`src/hdl/dsac_pkg.sv`:
```
// Shared types, character codes and the month-length table for the
// DD-MM-YYYY date compare block. No dependencies.
package dsac_pkg;

   localparam logic [7:0] CHAR_NUL  = 8'h00;
   localparam logic [7:0] CHAR_DASH = 8'h2D;
   localparam logic [7:0] CHAR_ZERO = 8'h30;
   localparam logic [7:0] CHAR_NINE = 8'h39;

   // character positions within DD-MM-YYYY
   localparam logic [3:0] POS_DAY_HI     = 4'd0;
   localparam logic [3:0] POS_DAY_LO     = 4'd1;
   localparam logic [3:0] POS_DASH_DAY   = 4'd2;
   localparam logic [3:0] POS_MONTH_HI   = 4'd3;
   localparam logic [3:0] POS_MONTH_LO   = 4'd4;
   localparam logic [3:0] POS_DASH_MONTH = 4'd5;
   localparam logic [3:0] POS_YEAR_THOU  = 4'd6;
   localparam logic [3:0] POS_YEAR_HUND  = 4'd7;
   localparam logic [3:0] POS_YEAR_TENS  = 4'd8;
   localparam logic [3:0] POS_YEAR_ONES  = 4'd9;
   localparam logic [3:0] DATE_LEN       = 4'd10;
   localparam logic [3:0] POS_SAT        = 4'd11;

   localparam logic [6:0] MONTH_MIN     = 7'd1;
   localparam logic [6:0] MONTH_MAX     = 7'd12;
   localparam logic [6:0] DAY_MIN       = 7'd1;
   localparam logic [6:0] FEB_LEAP_DAYS = 7'd29;
   localparam logic [6:0] MONTH_FEB     = 7'd2;

   typedef enum logic [1:0] {
      VERDICT_INVALID      = 2'd0,
      VERDICT_SAME         = 2'd1,
      VERDICT_FIRST_OLDER  = 2'd2,
      VERDICT_SECOND_OLDER = 2'd3
   } verdict_type;

   // what one lane reports about its accumulated date
   typedef struct packed {
      logic       ok;
      logic [6:0] day;
      logic [6:0] month;
      logic [13:0] year;
   } lane_date_type;

   // days in a non-leap month, month already known to be 1..12
   function automatic logic [6:0] month_days(input logic [3:0] month);
      logic [6:0] days;
      case (month)
         4'd2:                     days = 7'd28;
         4'd4, 4'd6, 4'd9, 4'd11:  days = 7'd30;
         default:                  days = 7'd31;
      endcase
      return days;
   endfunction

endpackage

```
`src/hdl/date_string_age_compare.sv`:
```
// Top level of the DD-MM-YYYY date compare block: position tracking, the
// two string lanes and the merge stage. Depends on dsac_pkg, dsac_lane and
// dsac_merge.
//
// Usage:
//   Request channel (req_valid/req_ready): one character of each string per
//   request. A zero byte ends that string; a request with both bytes zero
//   ends the comparison and is the only one that yields a response.
//   Response channel (rsp_valid/rsp_ready): rsp_verdict is 0 invalid,
//   1 same age, 2 first older, 3 second older.
//   Throughput: one request per cycle while req_ready is high; each lane
//   checks a character combinationally and accumulates it as it is accepted.
//   Response: the verdict is registered and shows in the cycle after the
//   terminating request is accepted; the lanes clear at the edge that
//   registers it, so the next date pair can start in the following cycle.
//   Stall: the verdict sits in the output register while rsp_ready is low;
//   requests keep flowing while the register is empty or being drained,
//   and req_ready drops only when a held verdict is not taken.
//   Reset: synchronous, clears the position, the lanes and the output valid.
module date_string_age_compare import dsac_pkg::*; (
   input  logic       clock,
   input  logic       reset,
   input  logic       req_valid,
   output logic       req_ready,
   input  logic [7:0] req_char_first,
   input  logic [7:0] req_char_second,
   output logic       rsp_valid,
   input  logic       rsp_ready,
   output logic [1:0] rsp_verdict
);

   logic          accept;
   logic          terminate;
   logic          fault_first, fault_second;
   logic          step_fault;
   logic          acc_en;
   logic          clear;
   logic [3:0]    pos_ff, pos_in;
   logic          format_error_ff, format_error_in;
   lane_date_type date_first, date_second;

   assign req_ready = !rsp_valid || rsp_ready;
   assign accept    = req_valid && req_ready;
   assign terminate = (req_char_first == CHAR_NUL) && (req_char_second == CHAR_NUL);
   assign clear     = accept && terminate;

   // a zero byte in one string only fails the lane check at every position
   assign step_fault = (pos_ff >= DATE_LEN) || fault_first || fault_second;
   assign acc_en     = accept && !terminate && !step_fault;

   always_comb begin
      pos_in          = pos_ff;
      format_error_in = format_error_ff;
      if (accept) begin
         if (terminate) begin
            pos_in          = '0;
            format_error_in = 1'b0;
         end else begin
            if (step_fault) begin
               format_error_in = 1'b1;
            end
            if (pos_ff < POS_SAT) begin
               pos_in = pos_ff + 4'd1;
            end
         end
      end
   end

   always_ff @(posedge clock) begin
      if (reset) begin
         pos_ff          <= '0;
         format_error_ff <= 1'b0;
      end else begin
         pos_ff          <= pos_in;
         format_error_ff <= format_error_in;
      end
   end

   dsac_lane u_lane_first (
      .clock   (clock),
      .reset   (reset),
      .char_in (req_char_first),
      .pos     (pos_ff),
      .acc_en  (acc_en),
      .clear   (clear),
      .fault   (fault_first),
      .date    (date_first)
   );

   dsac_lane u_lane_second (
      .clock   (clock),
      .reset   (reset),
      .char_in (req_char_second),
      .pos     (pos_ff),
      .acc_en  (acc_en),
      .clear   (clear),
      .fault   (fault_second),
      .date    (date_second)
   );

   dsac_merge u_merge (
      .clock       (clock),
      .reset       (reset),
      .load        (clear),
      .format_ok   (!format_error_ff && (pos_ff == DATE_LEN)),
      .date_first  (date_first),
      .date_second (date_second),
      .rsp_valid   (rsp_valid),
      .rsp_ready   (rsp_ready),
      .rsp_verdict (rsp_verdict)
   );

endmodule

```
`src/hdl/dsac_lane.sv`:
```
// One string lane: checks each character, accumulates day, month and year,
// and validates the finished date. Depends on dsac_pkg.
module dsac_lane import dsac_pkg::*; (
   input  logic          clock,
   input  logic          reset,
   input  logic [7:0]    char_in,
   input  logic [3:0]    pos,
   input  logic          acc_en,
   input  logic          clear,
   output logic          fault,
   output lane_date_type date
);

   logic [6:0]  day_ff, day_in;
   logic [6:0]  month_ff, month_in;
   logic [13:0] year_ff, year_in;
   logic [1:0]  hi_mod4_ff, hi_mod4_in;   // first two year digits, mod 4
   logic [3:0]  tens_ff, tens_in;
   logic [3:0]  ones_ff, ones_in;
   logic [3:0]  digit;
   logic        is_digit;
   logic        leap;
   logic [5:0]  low_sum;
   logic [6:0]  limit;

   assign digit    = char_in[3:0];
   assign is_digit = (char_in >= CHAR_ZERO) && (char_in <= CHAR_NINE);

   always_comb begin
      if ((pos == POS_DASH_DAY) || (pos == POS_DASH_MONTH)) begin
         fault = (char_in != CHAR_DASH);
      end else begin
         fault = !is_digit;
      end
   end

   always_comb begin
      day_in     = day_ff;
      month_in   = month_ff;
      year_in    = year_ff;
      hi_mod4_in = hi_mod4_ff;
      tens_in    = tens_ff;
      ones_in    = ones_ff;
      if (acc_en) begin
         case (pos) inside
            [POS_DAY_HI:POS_DAY_LO]: begin
               day_in = 7'((day_ff << 3) + (day_ff << 1) + 7'(digit));
            end
            [POS_MONTH_HI:POS_MONTH_LO]: begin
               month_in = 7'((month_ff << 3) + (month_ff << 1) + 7'(digit));
            end
            [POS_YEAR_THOU:POS_YEAR_ONES]: begin
               year_in = 14'((year_ff << 3) + (year_ff << 1) + 14'(digit));
               if (pos == POS_YEAR_TENS) begin
                  tens_in = digit;
               end else if (pos == POS_YEAR_ONES) begin
                  ones_in = digit;
               end else begin
                  // 10 is 2 mod 4
                  hi_mod4_in = 2'((hi_mod4_ff << 1) + digit[1:0]);
               end
            end
            default: begin
            end
         endcase
      end
      if (clear) begin
         day_in     = '0;
         month_in   = '0;
         year_in    = '0;
         hi_mod4_in = '0;
         tens_in    = '0;
         ones_in    = '0;
      end
   end

   always_ff @(posedge clock) begin
      if (reset) begin
         day_ff     <= '0;
         month_ff   <= '0;
         year_ff    <= '0;
         hi_mod4_ff <= '0;
         tens_ff    <= '0;
         ones_ff    <= '0;
      end else begin
         day_ff     <= day_in;
         month_ff   <= month_in;
         year_ff    <= year_in;
         hi_mod4_ff <= hi_mod4_in;
         tens_ff    <= tens_in;
         ones_ff    <= ones_in;
      end
   end

   // Gregorian rule from the digits: a century year is leap when its first
   // two digits divide by 4, any other year when its last two digits do.
   assign low_sum = 6'({tens_ff, 1'b0}) + 6'(ones_ff);

   always_comb begin
      if ((tens_ff == 4'd0) && (ones_ff == 4'd0)) begin
         leap = (hi_mod4_ff == 2'd0);
      end else begin
         leap = (low_sum[1:0] == 2'b00);
      end
      if ((month_ff == MONTH_FEB) && leap) begin
         limit = FEB_LEAP_DAYS;
      end else begin
         limit = month_days(month_ff[3:0]);
      end
   end

   assign date.ok    = (month_ff >= MONTH_MIN) && (month_ff <= MONTH_MAX) &&
                       (day_ff >= DAY_MIN) && (day_ff <= limit);
   assign date.day   = day_ff;
   assign date.month = month_ff;
   assign date.year  = year_ff;

endmodule

```
`src/hdl/dsac_merge.sv`:
```
// Merge stage: combines both lanes' dates into one verdict and holds it in
// the output register until taken. Depends on dsac_pkg.
module dsac_merge import dsac_pkg::*; (
   input  logic          clock,
   input  logic          reset,
   input  logic          load,
   input  logic          format_ok,
   input  lane_date_type date_first,
   input  lane_date_type date_second,
   output logic          rsp_valid,
   input  logic          rsp_ready,
   output logic [1:0]    rsp_verdict
);

   logic        valid_ff, valid_in;
   verdict_type verdict_ff, verdict_in;

   always_comb begin
      verdict_in = VERDICT_INVALID;
      if (format_ok && date_first.ok && date_second.ok) begin
         if (date_first.year != date_second.year) begin
            verdict_in = (date_first.year < date_second.year) ?
                         VERDICT_FIRST_OLDER : VERDICT_SECOND_OLDER;
         end else if (date_first.month != date_second.month) begin
            verdict_in = (date_first.month < date_second.month) ?
                         VERDICT_FIRST_OLDER : VERDICT_SECOND_OLDER;
         end else if (date_first.day != date_second.day) begin
            verdict_in = (date_first.day < date_second.day) ?
                         VERDICT_FIRST_OLDER : VERDICT_SECOND_OLDER;
         end else begin
            verdict_in = VERDICT_SAME;
         end
      end
   end

   always_comb begin
      valid_in = valid_ff;
      if (valid_ff && rsp_ready) begin
         valid_in = 1'b0;
      end
      if (load) begin
         valid_in = 1'b1;
      end
   end

   always_ff @(posedge clock) begin
      if (reset) begin
         valid_ff <= 1'b0;
      end else begin
         valid_ff <= valid_in;
      end
   end

   always_ff @(posedge clock) begin
      if (load) begin
         verdict_ff <= verdict_in;
      end
   end

   assign rsp_valid   = valid_ff;
   assign rsp_verdict = verdict_ff;

endmodule

```
`config.mk`:
```
export PLATFORM = sky130hd
export DESIGN_NAME = date_string_age_compare
export DESIGN_NICKNAME = d
export VERILOG_FILES = /design/src/hdl/dsac_pkg.sv /design/src/hdl/date_string_age_compare.sv /design/src/hdl/dsac_lane.sv /design/src/hdl/dsac_merge.sv
export SDC_FILE = /design/constraint.sdc
export NUM_CORES = 1
export LEC_CHECK = 0
export BUFFER_PORTS_ARGS = -buffer_cell sky130_fd_sc_hd__buf_2
export CORE_UTILIZATION = 60
export DETAILED_ROUTE_END_ITERATION = 10
export PLACE_DENSITY = 0.81
export REMOVE_ABC_BUFFERS = 1
export SLEW_MARGIN = 0
export SYNTH_ARGS = -nofsm -noshare
export SYNTH_HDL_FRONTEND = slang
export SYNTH_SLANG_ARGS = --single-unit
```
`constraint.sdc`:
```
create_clock -name clock -period 3.2 [get_ports clock]
set_input_delay 0.32 -clock clock [delete_from_list [all_inputs] [get_ports clock]]
set_output_delay 0.32 -clock clock [all_outputs]
set_load 0.005 [all_outputs]
```
# Yosys cells after proc, flatten, opt, wreduce, memory -nomap -nowiden
# Cells that the tools add are included.
[totals]
ff_bits = 84
input_bits = 20
[op_classes]
addsub = 17
n_lt_le_gt_ge = 23
eq_ne = 22
n_mux = 20
n_bitwise = 4
reduce_logical = 58
[op_table]
columns = ["cell", "n"]
rows = [
  ["14-bit adder", 2],
  ["14-bit by 4-bit adder with 14-bit output", 2],
  ["7-bit by 4-bit adder with 7-bit output", 4],
  ["7-bit adder", 4],
  ["4-bit == test (second input constant)", 7],
  ["7-bit by 1-bit greater-or-equal comparator with 1-bit output (second input constant)", 4],
  ["1-bit logical AND", 24],
  ["4-bit by 3-bit == test with 1-bit output (second input constant)", 5],
  ["8-bit by 6-bit greater-or-equal comparator with 1-bit output (second input constant)", 2],
  ["8-bit by 6-bit less-or-equal comparator with 1-bit output (second input constant)", 2],
  ["4-bit zero test", 4],
  ["8-bit zero test", 2],
  ["8-bit by 6-bit inequality test with 1-bit output (second input constant)", 2],
  ["7-bit by 2-bit == test with 1-bit output (second input constant)", 2],
  ["7-bit by 4-bit less-or-equal comparator with 1-bit output (second input constant)", 2],
  ["7-bit less-or-equal comparator", 2],
  ["14-bit < comparator", 1],
  ["7-bit < comparator", 2],
  ["7-bit 2-to-1 mux", 2],
  ["14-bit inequality test", 1],
  ["7-bit inequality test", 2],
  ["4-bit by 2-bit == test with 1-bit output (second input constant)", 3],
  ["6-bit AND reduction", 2],
  ["1-bit 2-to-1 mux", 11],
  ["24 further kinds", 50],
]

# Longest topological paths before layout
# Gate-level depths: netlist of run 1.
[depth]
ltp_word = 9
ltp_mapped = 13
ltp_nobuf = 13

# Cells and area by module
# Synthesis of run 1 repeated with hierarchy kept, for this count alone.
[unflattened]
hier_cells = 748
area_unflattened_um2 = 6562.5
[modules_own_cells]
columns = ["module", "instances", "cells_per_inst", "area_each_um2", "seq_area_each_um2"]
rows = [
  ["dsac_lane (u_lane_second)", 1, 299, 2690.1, 760.7],
  ["dsac_lane (u_lane_first)", 1, 299, 2683.8, 760.7],
  ["dsac_merge", 1, 107, 842.1, 80.1],
  ["date_string_age_compare", 1, 43, 346.6, 100.1],
]

# Least setup slack after synthesis of run 1
# OpenSTA, ideal clock, no wires.
[synth_timing]
path_kind = "reg-to-reg"
from = "reg u_lane_second.year_ff[0]"
to = "reg u_lane_second.year_ff[13]"
t_arrival_ns = 2.407
required_time_ns = 3.078
path_slack_ns = 0.671
path_stages_with_launch = 9
path_buffers = 0
period_less_slack_ns = 2.529
path_cell_list = "dfxtp_1 fa_1 ha_1 a211oi_1 o21ai_0 o2111a_1 o41a_1 xnor2_1 o21ai_0"
[synth_via]
elab_chain_len = 2
[synth_rtl]
columns = ["element", "line", "text"]
rows = [
  ["start: declaration", "dsac_lane.sv:16", "logic [13:0] year_ff, year_in;"],
  ["start signal: assignment", "dsac_lane.sv:88", "year_ff <= year_in;"],
  ["14-bit adder", "dsac_lane.sv:53", "year_in = 14'((year_ff << 3) + (year_ff << 1) + 14'(digit));"],
  ["14-bit by 4-bit adder with 14-bit output", "dsac_lane.sv:53", ""],
]
# No other way between the ends.
# A chain may end at the register's enable or synchronous reset.

# Worst setup path after layout of run 1
[layout_timing]
from = "reg u_lane_first.year_ff[0]"
to = "reg u_lane_first.year_ff[13]"
[layout_via]
elab_chain_len = 2
[layout_rtl]
columns = ["element", "line"]
rows = [
  ["start: declaration", "dsac_lane.sv:16"],
  ["start signal: assignment", "dsac_lane.sv:88"],
  ["14-bit adder", "dsac_lane.sv:53"],
  ["14-bit by 4-bit adder with 14-bit output", "dsac_lane.sv:53"],
]
# No other way between the ends.

==> results of run 1 <==
-- through the flow --
step / setup WS [ps] / util / power [uW]
floorplan: 574 / - / 1150
global placement: 253 / 0.650 / 1200
detailed placement: 156 / 0.650 / 1210
CTS: 137 / 0.671 / 2040
global route: 27.3 / 0.672 / 2100
finish: 280 / 0.672 / 2030
-- final cells by class --
class,count,area share
tap,136,0.0241
inverter,37,0.0197
sequential,84,0.241
multi-input combinational,604,0.658
timing repair buffer,32,0.0276
clock buffer,9,0.0175
clock inverter,7,0.0124
-- placed cells by master (no fill, tap or decap), types with 3 or more instances in the layout --
cell type / instances
ha_1: 113
nand2_1: 87
dfxtp_1: 82
nor2_1: 56
a21oi_1: 54
mux2i_1: 46
inv_1: 37
xnor2_1: 30
buf_2: 23
o21ai_0: 21
a21o_1: 18
nand4_1: 16
nand3_1: 13
o211ai_1: 12
fa_1: 12
xor2_1: 11
nor4_1: 9
clkbuf_8: 9
nand3b_1: 8
nor2_2: 8
buf_4: 8
nor3_1: 7
o21ai_1: 7
a211oi_1: 7
nand2b_1: 6
o21bai_1: 5
or4_1: 4
o31ai_1: 4
o31a_1: 4
nor2b_1: 4
a31oi_1: 4
and2_1: 3
a211o_1: 3
inv_8: 3
-- worst reg2reg max path: stages (launching register included) --
cell,delay (ps)
dfxtp_1,450
fa_1,500
ha_1,340
a211oi_1,270
o21ai_0,230
o2111a_1,320
o41ai_1,400
xnor2_1,180
o21ai_0,110
-- power groups by stage --
stage / clock network [uW] / logic [uW] / registers, uW
global placement: 0 / 121 / 1080
finish: 840 / 129 / 1060
global route: 897 / 142 / 1060
detailed placement: 0 / 126 / 1080
floorplan: 0 / 68.5 / 1080
CTS: 850 / 128 / 1060
-- routing by layer --
layer,routed length [um],GRT usage,vias up,share of wire
li1,-,-,2733,-
met1,6650,0.340,2583,0.43
met2,7570,0.513,159,0.49
met3,849,0.0620,41,0.055
met4,408,0.109,0,0.026
met5,0,0,-,0
-- flip-flops by register name, indices dropped and copies added, names as in the netlist --
register	flops
format_error_ff	1
pos_ff	4
u_lane_first.day_ff	7
u_lane_first.hi_mod4_ff	2
u_lane_first.month_ff	7
u_lane_first.ones_ff	4
u_lane_first.tens_ff	4
u_lane_first.year_ff	14
u_lane_second.day_ff	7
u_lane_second.hi_mod4_ff	2
u_lane_second.month_ff	7
u_lane_second.ones_ff	4
u_lane_second.tens_ff	4
u_lane_second.year_ff	14
u_merge.rsp_valid	1
u_merge.rsp_verdict	2
-- worst min-delay path by stage --
stage	startpoint	slack [ps]	endpoint
detailed placement	u_lane_first.tens_ff[1]	440	u_lane_first.tens_ff[1]
global placement	u_lane_second.tens_ff[3]	430	u_lane_second.tens_ff[3]
CTS	reset	160	u_merge.rsp_valid
global route	reset	160	pos_ff[2]
finish	reset	170	u_merge.rsp_valid
floorplan	reset	390	u_merge.rsp_valid
-- kinds of logic (layout without fill, tap and decap cells) --
kind of cell	count (synthesis)	after routing	share of synthesized area
muxes	47	47	0.0715
DFF	84	84	0.258
AOI/OAI and AO/OA	155	155	0.150
adders and majority gates	125	125	0.251
and+or+nand+nor	236	236	0.178
buffers and inverters	60	85	0.0368
xor gates and xnor gates	41	41	0.0545
-- timing repair --
action                     4_1_cts  5_1_grt
buffers inserted                 0        1
resized for setup                0        0
setup endpoints to repair        0        8
==> load_flow_metrics.sql, run 1 <==
INSERT INTO impl_metrics (metric_group, metric, value, unit) VALUES
('clock_network', 'numCtsBuffers', '9', ''),
('drt', 'drcViolationCount', '0', ''),
('die', 'starting_density_of_the_core', '0.627', ''),
('setup_path', 'rr_startpoint', 'u_lane_first.year_ff[0]', ''),
('timing', 'max_slew_margin', '0.215', ''),
('timing', 'holdWs', '172', 'ps'),
('final_layout', 'n_antenna_cell', '0', ''),
('power_and_ir_drop', 'power.ir.vdd_worst', '0.000320', 'V'),
('yosys', 'total_standard_cell_area_after_synthesis', '6590', 'um^2'),
('timing', 'final-setup-viol-count', '0', ''),
('drt', 'drt.antenna.violating_nets', '0', ''),
('power_and_ir_drop', 'leakagePower', '0.00324', 'uW'),
('final_layout', 'postLayoutCellArea', '7070', 'um^2'),
('power_and_ir_drop', 'total_switching_power', '548', 'uW'),
('timing', 'final-max-slew-violation-count', '0', ''),
('clock_network', 'h_tree_level_count', '3', ''),
('power_and_ir_drop', 'pwr-share-clk', '0.415', ''),
('setup_path', 'worst_ep_arrival_time', '3180', 'ps'),
('min_path', 'hold_path_depth', '2', ''),
('final_layout', 'finish.net_count', '913', ''),
('setup_path', 'cpPeakStageDelay', '500', 'ps'),
('global_routing', 'maximum_number_of_pins_on_one_net_before_global_route_repair', '41', ''),
('yosys', 'synth_top_cell_by_area', 'dfxtp_1', ''),
('yosys', 'count_of_flip_flops_with_a_built_in_enable_after_synthesis', '2', ''),
('placement', 'place_congestion', '0.906', ''),
('setup_path', 'startpoint', 'u_lane_first.year_ff[0]', ''),
('yosys', 'ys_seq_area_frac', '0.258', ''),
('setup_path', 'reg2reg_depth', '8', ''),
('yosys', 'synthesis.instances', '748', ''),
('yosys', 'synth_most_common_cell', 'ha_1', ''),
('yosys', 'async_reset_ff_frac', '0', ''),
('setup_path', 'path_max_fanout', '4', ''),
('clock_network', 'clk_buf_depth', '2', ''),
('min_path', 'min_path_type', 'primary input to register', ''),
('die', 'chipWidth', '107', 'um'),
('global_routing', 'globalRouteOverflowTotal', '0', ''),
('timing', 'worst_margin_slew', '1170', 'ps'),
('drt', 'post_drt_via_cell_ratio', '6.07', ''),
('global_routing', 'first_global_vias', '5610', ''),
('yosys', 'dominantRegCellSynth', 'dfxtp_1', ''),
('power_and_ir_drop', 'p_per_area', '287', 'nW/um^2'),
('yosys', 'synth.ff_latch_count', '84', ''),
('placement', 'place_area', '6840', 'um^2'),
('timing', 'min_period_over_period', '0.912', ''),
('outcome', 'status', 'complete, no violations', ''),
('drt', 'wl_per_cell', '17.0', 'um'),
('placement', 'dpl_wire_length', '11.5', 'mm'),
('die', 'die-area', '11400', 'um^2'),
('yosys', 'synth.avg_cell_area', '8.82', 'um^2'),
('timing', 'report.final.hold_viol_count', '0', ''),
('timing', 'finalWorstPathRequiredPeriod', '2920', 'ps'),
('clock_network', 'clock_tree_root_buffer_cell', 'clkbuf_8', ''),
('timing', 'final.setup.tns', '0', 'ps'),
('global_routing', 'grt_first_pass_wirelength', '26.1', 'mm'),
('yosys', 'synth_top_cell_area_share', '0.249', ''),
('setup_path', 'critical_path.endpoint_type', 'register', ''),
('die', 'dieHeight', '107', 'um'),
('final_layout', 'layoutNonFillerInstCount', '909', ''),
('setup_path', 'worstSetupStartpointType', 'register', ''),
('setup_path', 'instance_count_on_the_critical_path', '8', ''),
('setup_path', 'timing.critical_path.mode_cell', 'o21ai_0', ''),
('power_and_ir_drop', 'cellInternalPower', '1480', 'uW'),
('power_and_ir_drop', 'combinationalPowerShare', '0.064', ''),
('final_layout', 'register_area', '1700', 'um^2'),
('global_routing', 'antenna_found_initial', '0', ''),
('yosys', 'ys_types', '60', ''),
('timing', 'timing.clock.skew', '7.99', 'ps'),
('timing', 'grt_setup_unrepaired', 'false', ''),
('die', 'row_count', '37', ''),
('power_and_ir_drop', 'fraction_of_power_spent_switching_nets', '0.270', ''),
('timing', 'max_freq', '342', 'MHz');
No activity file was read; power rests on OpenSTA's default activity.
==> run 2, diff against run 1 <==
Settings changed: CORE_UTILIZATION 60 to 45, PLACE_DENSITY 0.81 to 0.64.
==> run 2 against run 1 <==
Via count shrank 0.27%. First-iteration DRC count decreased by 4.5%. Sequential cell count stayed put. Fmax rose by 3.2%. Sequential share of layout area fell by 0.64 points. Global-route usage fell by 7.0 points. Core utilization down 16 points. Power up 14%. Clock skew is essentially flat. Critical path type unchanged. Highest routed layer unchanged.
==> load_flow_metrics.sql, run 2 (synthesized netlist as in run 1, its figures left out) <==
INSERT INTO impl_metrics (metric_group, metric, value, unit) VALUES
('clock_network', 'cts.sink_count', '84', ''),
('drt', 'finalWirelength', '15.5', 'mm'),
('global_routing', 'first_global_vias', '5312', ''),
('placement', 'place_congestion', '0.866', ''),
('timing', 'max_slew_margin', '0.520', ''),
('drt', 'drt_iter0_markers', '423', ''),
('min_path', 'min_path_type', 'primary input to register', ''),
('timing', 'finalWorstPathRequiredPeriod', '2830', 'ps'),
('drt', 'wl_per_cell', '16.1', 'um'),
('clock_network', 'tritoncts', 'yes', ''),
('power_and_ir_drop', 'fraction_of_power_spent_switching_nets', '0.251', ''),
('clock_network', 'clk-insertion-delay-late', '350', 'ps'),
('power_and_ir_drop', 'pwr-share-clk', '0.483', ''),
('die', 'dieHeight', '123', 'um'),
('placement', 'place_worst_setup_slack', '324', 'ps'),
('timing', 'final-setup-viol-count', '0', ''),
('timing', 'final-max-slew-violation-count', '0', ''),
('die', 'die-area', '15100', 'um^2'),
('timing', 'grt_setup_unrepaired', 'false', ''),
('timing', 'timing.clock.skew', '8.13', 'ps'),
('global_routing', 'globalRouteOverflowTotal', '0', ''),
('setup_path', 'worstSetupStartpointType', 'register', ''),
('power_and_ir_drop', 'leakagePower', '0.00331', 'uW'),
('clock_network', 'numCtsBuffers', '9', ''),
('placement', 'place_inst', '942', ''),
('placement', 'numPortBuffers', '23', ''),
('power_and_ir_drop', 'combinationalPowerShare', '0.058', ''),
('timing', 'report.final.hold_viol_count', '0', ''),
('timing', 'final_critical_path_setup_slack', '370', 'ps'),
('final_layout', 'postLayoutCellArea', '7260', 'um^2'),
('global_routing', 'maximum_number_of_pins_on_one_net_before_global_route_repair', '53', ''),
('power_and_ir_drop', 'total_switching_power', '579', 'uW'),
('final_layout', 'syn2layout_area_growth', '10.1', '%'),
('global_routing', 'grt_util_all_layers', '0.220', ''),
('placement', 'place_area', '6950', 'um^2'),
('final_layout', 'n_antenna_cell', '0', ''),
('drt', 'drt_pre_antenna_iters', '6', ''),
('clock_network', 'clk_buf_depth', '2', ''),
('clock_network', 'clock_tree_root_buffer_cell', 'clkbuf_16', ''),
('placement', 'dpl_wire_length', '11.5', 'mm'),
('drt', 'drt.antenna.violating_nets', '0', ''),
('global_routing', 'antenna_found_initial', '0', ''),
('final_layout', 'final_layout_size_suffix_gt1_frac', '0.0874', ''),
('clock_network', 'h_tree_level_count', '3', ''),
('clock_network', 'cts_hold_buffers', '0', ''),
('setup_path', 'timing.critical_path.required', '3440', 'ps'),
('setup_path', 'worst_ep_arrival_time', '3070', 'ps'),
('die', 'row_count', '43', ''),
('setup_path', 'critical_path_class', 'register to register', ''),
('clock_network', 'path_clk_slew', '70', 'ps'),
('setup_path', 'path_max_fanout', '4', ''),
('die', 'ioPinCount', '24', ''),
('timing', 'final.setup.tns', '0', 'ps'),
('power_and_ir_drop', 'p_per_area', '317', 'nW/um^2'),
('power_and_ir_drop', 'power.ir.vdd_worst', '0.000247', 'V'),
('timing', 'max_freq', '353', 'MHz'),
('clock_network', 'cts_setup_buffers', '0', ''),
('power_and_ir_drop', 'post-layout-total-power', '2300', 'uW'),
('drt', 'drcViolationCount', '0', ''),
('drt', 'number_of_vias_after_detailed_routing', '5501', ''),
('die', 'starting_density_of_the_core', '0.468', ''),
('power_and_ir_drop', 'cellInternalPower', '1720', 'uW'),
('final_layout', 'fillers', '1297', ''),
('outcome', 'status', 'complete, no violations', ''),
('final_layout', 'final_cell_mix', '113 x ha_1, 87 x nand2_1, 82 x dfxtp_1', ''),
('drt', 'post_drt_via_cell_ratio', '5.74', ''),
('setup_path', 'critical_path.endpoint_type', 'register', ''),
('die', 'design.core.area', '14100', 'um^2'),
('final_layout', 'mostFrequentLayoutCell', 'ha_1', ''),
('final_layout', 'layoutNonFillerInstCount', '958', ''),
('final_layout', 'largestRegisters', 'u_lane_first.year_ff (14), u_lane_second.year_ff (14)', ''),
('final_layout', 'finish.net_count', '918', ''),
('power_and_ir_drop', 'seqPwrFrac', '0.459', ''),
('die', 'chipWidth', '123', 'um'),
('clock_network', 'postCtsResizedCells', '0', ''),
('flow_run', 'cap_viol_max_count', '0', ''),
('timing', 'min_period_over_period', '0.884', ''),
('timing', 'worst_margin_slew', '702', 'ps'),
('global_routing', 'grt_first_pass_wirelength', '25.9', 'mm');
[run 2: changes by cell type in the layout (fill, tap and decap cells not counted), sizes merged]
cell | previous run | this run
inv | 43 | 42
buf | 32 | 37
clkinv | 0 | 1
[run 2: stage by stage]
stage,util,hold WS [ps]
2_1_floorplan,-,389
3_3_place_gp,0.493,431
3_5_place_dp,0.493,445
4_1_cts,0.515,192
5_1_grt,0.515,206
6_report,0.515,200
[run 2: power by group through the flow]
stage / combinational, uW / clock (uW) / sequential (uW)
after floorplan: 68.5 / 0 / 1080
after global placement: 128 / 0 / 1080
after detailed placement: 132 / 0 / 1080
after CTS: 132 / 1140 / 1060
after global routing: 146 / 1180 / 1060
final: 133 / 1110 / 1060
[run 2: final timing paths]
| path | startpoint | slack, ps | endpoint | depth (start not counted) |
|---|---|---|---|---|
| setup / recovery | u_lane_first.year_ff[0] | 370 | u_lane_first.year_ff[13] | 8 |
| hold / removal | reset | 200 | u_merge.rsp_valid | 2 |
| setup reg to reg | u_lane_first.year_ff[0] | 370 | u_lane_first.year_ff[13] | 8 |
| hold reg to reg | u_lane_first.tens_ff[3] | 460 | u_lane_first.tens_ff[3] | 2 |
[run 2: area by class of cell]
class	instances	area (um^2)	area share
multi-input combinational	604	4650	0.640
sequential	84	1700	0.234
timing repair buffer	37	233	0.0321
clock buffer	9	225	0.0310
tap	180	225	0.0310
inverter	37	139	0.0191
clock inverter	7	87.6	0.0121
[run 2: worst max-delay path, cell delays in order, from the launching register on]
cell	delay, ps
dfxtp_1	420
fa_1	500
ha_1	340
a211oi_1	260
o21ai_0	230
o2111a_1	310
o41ai_1	420
xnor2_1	160
o21ai_0	80
[run 2: routing by layer]
layer	vias to the layer above	share of wire	global-route usage
met5	-	0	0
met4	0	0.023	0.101
met3	30	0.049	0.0332
met2	136	0.45	0.353
met1	2591	0.48	0.290
li1	2744	-	-
==> run 3, diff against run 2 <==
Settings changed: ABC_AREA set to 1.
==> run 3 against run 2 <==
Synthesized area grew 5.1%. First-iteration DRC count shrank 9.9%. Setup slack gained 400 ps. Routed wire length grew 6.8%. Clock-buffer cell count grew 1. Non-clock buffer count shrank 7. Cell count grew 21%. Synthesized cell count grew 26%. Largest power group unchanged.
==> load_flow_metrics.sql, run 3 <==
INSERT INTO impl_metrics (metric_group, metric, value, unit) VALUES
('min_path', 'min_path_type', 'primary input to register', ''),
('clock_network', 'cts_setup_buffers', '0', ''),
('yosys', 'synth.area.top_cells', 'dfxtp_1 24%, ha_1 20%, nor2_1 9.4%', ''),
('clock_network', 'numCtsBuffers', '9', ''),
('yosys', 'ys_seq_area_frac', '0.246', ''),
('setup_path', 'critical_path_class', 'register to register', ''),
('setup_path', 'rr_startpoint', 'u_lane_first.month_ff[3]', ''),
('setup_path', 'reg2reg_slack', '770', 'ps'),
('timing', 'finalWorstPathRequiredPeriod', '2430', 'ps'),
('setup_path', 'timing.critical_path.required', '3300', 'ps'),
('die', 'dieHeight', '126', 'um'),
('drt', 'number_of_vias_after_detailed_routing', '6004', ''),
('timing', 'timing.clock.skew', '7.39', 'ps'),
('placement', 'dpl_wire_length', '12.7', 'mm'),
('yosys', 'synth_top_cell_area_share', '0.237', ''),
('setup_path', 'path_max_fanout', '7', ''),
('timing', 'grt_setup_unrepaired', 'false', ''),
('yosys', 'async_reset_ff_frac', '0', ''),
('clock_network', 'path_clk_slew', '60', 'ps'),
('final_layout', 'n_antenna_cell', '0', ''),
('power_and_ir_drop', 'leakagePower', '0.00393', 'uW'),
('placement', 'place_inst', '1139', ''),
('timing', 'final_critical_path_setup_slack', '766', 'ps'),
('yosys', 'ys_types', '47', ''),
('final_layout', 'syn2layout_area_growth', '9.06', '%'),
('clock_network', 'clock_tree_root_buffer_cell', 'clkbuf_16', ''),
('yosys', 'synth_top_cell_by_area', 'dfxtp_1', ''),
('setup_path', 'reg2reg_to', 'u_merge.rsp_verdict[0]', ''),
('clock_network', 'clk_buf_depth', '2', ''),
('drt', 'post_drt_via_cell_ratio', '5.20', ''),
('yosys', 'netlist_top_cells_count', '174 x nor2_1, 125 x nand2_1, 113 x ha_1', ''),
('final_layout', 'multiInputGateArea', '4710', 'um^2'),
('timing', 'max_freq', '411', 'MHz'),
('power_and_ir_drop', 'power.ir.vdd_worst', '0.000210', 'V'),
('placement', 'place_area', '7230', 'um^2'),
('clock_network', 'postCtsResizedCells', '0', ''),
('global_routing', 'grt_util_all_layers', '0.220', ''),
('yosys', 'total_standard_cell_area_after_synthesis', '6930', 'um^2'),
('timing', 'report.final.hold_viol_count', '0', ''),
('clock_network', 'clk-insertion-delay-late', '360', 'ps'),
('final_layout', 'postLayoutCellArea', '7560', 'um^2'),
('drt', 'finalWirelength', '16.5', 'mm'),
('drt', 'wl_per_cell', '14.3', 'um'),
('drt', 'drt_pre_antenna_iters', '5', ''),
('final_layout', 'fillers', '1478', ''),
('setup_path', 'worst_ep_arrival_time', '2540', 'ps'),
('clock_network', 'h_tree_level_count', '3', ''),
('yosys', 'count_of_flip_flops_with_a_built_in_enable_after_synthesis', '2', ''),
('final_layout', 'mostFrequentLayoutCell', 'nor2_1', ''),
('timing', 'final-max-slew-violation-count', '0', ''),
('yosys', 'synthesis.instances', '941', ''),
('drt', 'drcViolationCount', '0', ''),
('global_routing', 'grt_first_pass_wirelength', '27.8', 'mm'),
('clock_network', 'cts.sink_count', '84', ''),
('outcome', 'status', 'complete, no violations', ''),
('setup_path', 'worstSetupStartpointType', 'register', ''),
('clock_network', 'tritoncts', 'yes', ''),
('yosys', 'synth.ff_latch_count', '84', ''),
('min_path', 'hold_path_startpoint', 'reset', ''),
('die', 'die-area', '15900', 'um^2'),
('setup_path', 'critical_path.endpoint_type', 'register', ''),
('final_layout', 'finish.net_count', '1111', ''),
('yosys', 'synth.avg_cell_area', '7.36', 'um^2'),
('drt', 'drt.antenna.violating_nets', '0', ''),
('setup_path', 'reg2reg_depth', '12', ''),
('global_routing', 'maximum_number_of_pins_on_one_net_before_global_route_repair', '44', ''),
('yosys', 'synth-warning-count', '0', ''),
('global_routing', 'globalRouteOverflowTotal', '0', ''),
('drt', 'drt_iter0_markers', '381', ''),
('timing', 'min_period_over_period', '0.761', ''),
('timing', 'max_slew_margin', '0.529', ''),
('power_and_ir_drop', 'p_per_area', '314', 'nW/um^2'),
('final_layout', 'final_cell_mix', '174 x nor2_1, 125 x nand2_1, 113 x ha_1', ''),
('final_layout', 'largestRegisters', 'u_lane_first.year_ff (14), u_lane_second.year_ff (14)', ''),
('placement', 'place_worst_setup_slack', '742', 'ps'),
('yosys', 'dominantRegCellSynth', 'dfxtp_1', ''),
('timing', 'final-setup-viol-count', '0', ''),
('global_routing', 'first_global_vias', '5535', ''),
('final_layout', 'final_layout_size_suffix_gt1_frac', '0.0783', ''),
('clock_network', 'cts_hold_buffers', '0', ''),
('die', 'chipWidth', '126', 'um'),
('die', 'ioPinCount', '24', ''),
('die', 'row_count', '44', ''),
('yosys', 'synth_most_common_cell', 'nor2_1', ''),
('timing', 'worst_margin_slew', '704', 'ps'),
('placement', 'place_congestion', '0.851', ''),
('die', 'design.core.area', '14800', 'um^2'),
('final_layout', 'register_area', '1700', 'um^2'),
('final_layout', 'layoutNonFillerInstCount', '1155', ''),
('min_path', 'hold_path_depth', '2', ''),
('die', 'starting_density_of_the_core', '0.470', ''),
('global_routing', 'antenna_found_initial', '0', ''),
('min_path', 'hold_path_end', 'pos_ff[1]', ''),
('placement', 'numPortBuffers', '23', ''),
('timing', 'final.setup.tns', '0', 'ps'),
('flow_run', 'cap_viol_max_count', '0', '');
-- run 3: logic make-up (layout without fill, tap and decap cells) --
group,Yosys count,after routing,share of synthesized area
flops,84,84,0.246
compound gates,165,165,0.134
buf+inv,125,155,0.0747
xor+xnor,45,45,0.0569
simple gates,397,397,0.250
fa+ha+maj,125,125,0.239
-- run 3: worst max-delay path by stage --
stage | start | end | slack [ps] | cells after the start
floorplan | pos_ff[0] | u_lane_first.year_ff[0] | 980 | 12
global placement | req_char_second[3] | u_lane_second.year_ff[10] | 780 | 9
detailed placement | req_char_second[3] | u_lane_second.year_ff[10] | 740 | 9
CTS | u_lane_first.month_ff[3] | u_merge.rsp_verdict[0] | 790 | 12
global route | u_lane_first.month_ff[3] | u_merge.rsp_verdict[1] | 660 | 11
finish | u_lane_first.month_ff[3] | u_merge.rsp_verdict[0] | 770 | 12
-- run 3: power breakdown --
part	total [uW]	internal [uW]	leakage (uW)	switching, uW
combinational	152	47.1	0.00309	105
sequential	1060	1050	0.000675	4.80
clock	1160	706	0.000163	456
total	2370	1800	0.00393	566
-- run 3: stage by stage --
stage,hold slack [ps],power [uW],util
after floorplan,389,1170,-
after global placement,460,1230,0.490
after detailed placement,463,1230,0.490
after CTS,163,2390,0.512
after global routing,175,2450,0.512
final,170,2370,0.512
-- run 3: worst max-delay path: stages, from the launching register on --
cell and delay, ps:
dfxtp_1 380, inv_1 100, nand2_1 50, nor3_1 370
nand2_1 100, o32ai_1 390, ha_1 310, a21oi_1 130
o2111ai_1 110, nand3_1 110, nor2_1 50, nand2_1 70
nor2_1 40
-- run 3: cell type report --
cell class,count,area share
repair buffers,30,0.0238
clock inverters,6,0.0113
inverters,109,0.0545
flip-flops and latches,84,0.225
multi-input cells,732,0.623
well taps,184,0.0305
clock buffers,10,0.0316
-- run 3: metal layers --
metal,vias to the layer above,share of wire,track usage
met4,0,0.016,0.0680
met5,-,0,0
met3,17,0.033,0.0323
li1,3195,-,-
met2,89,0.43,0.338
met1,2703,0.52,0.317
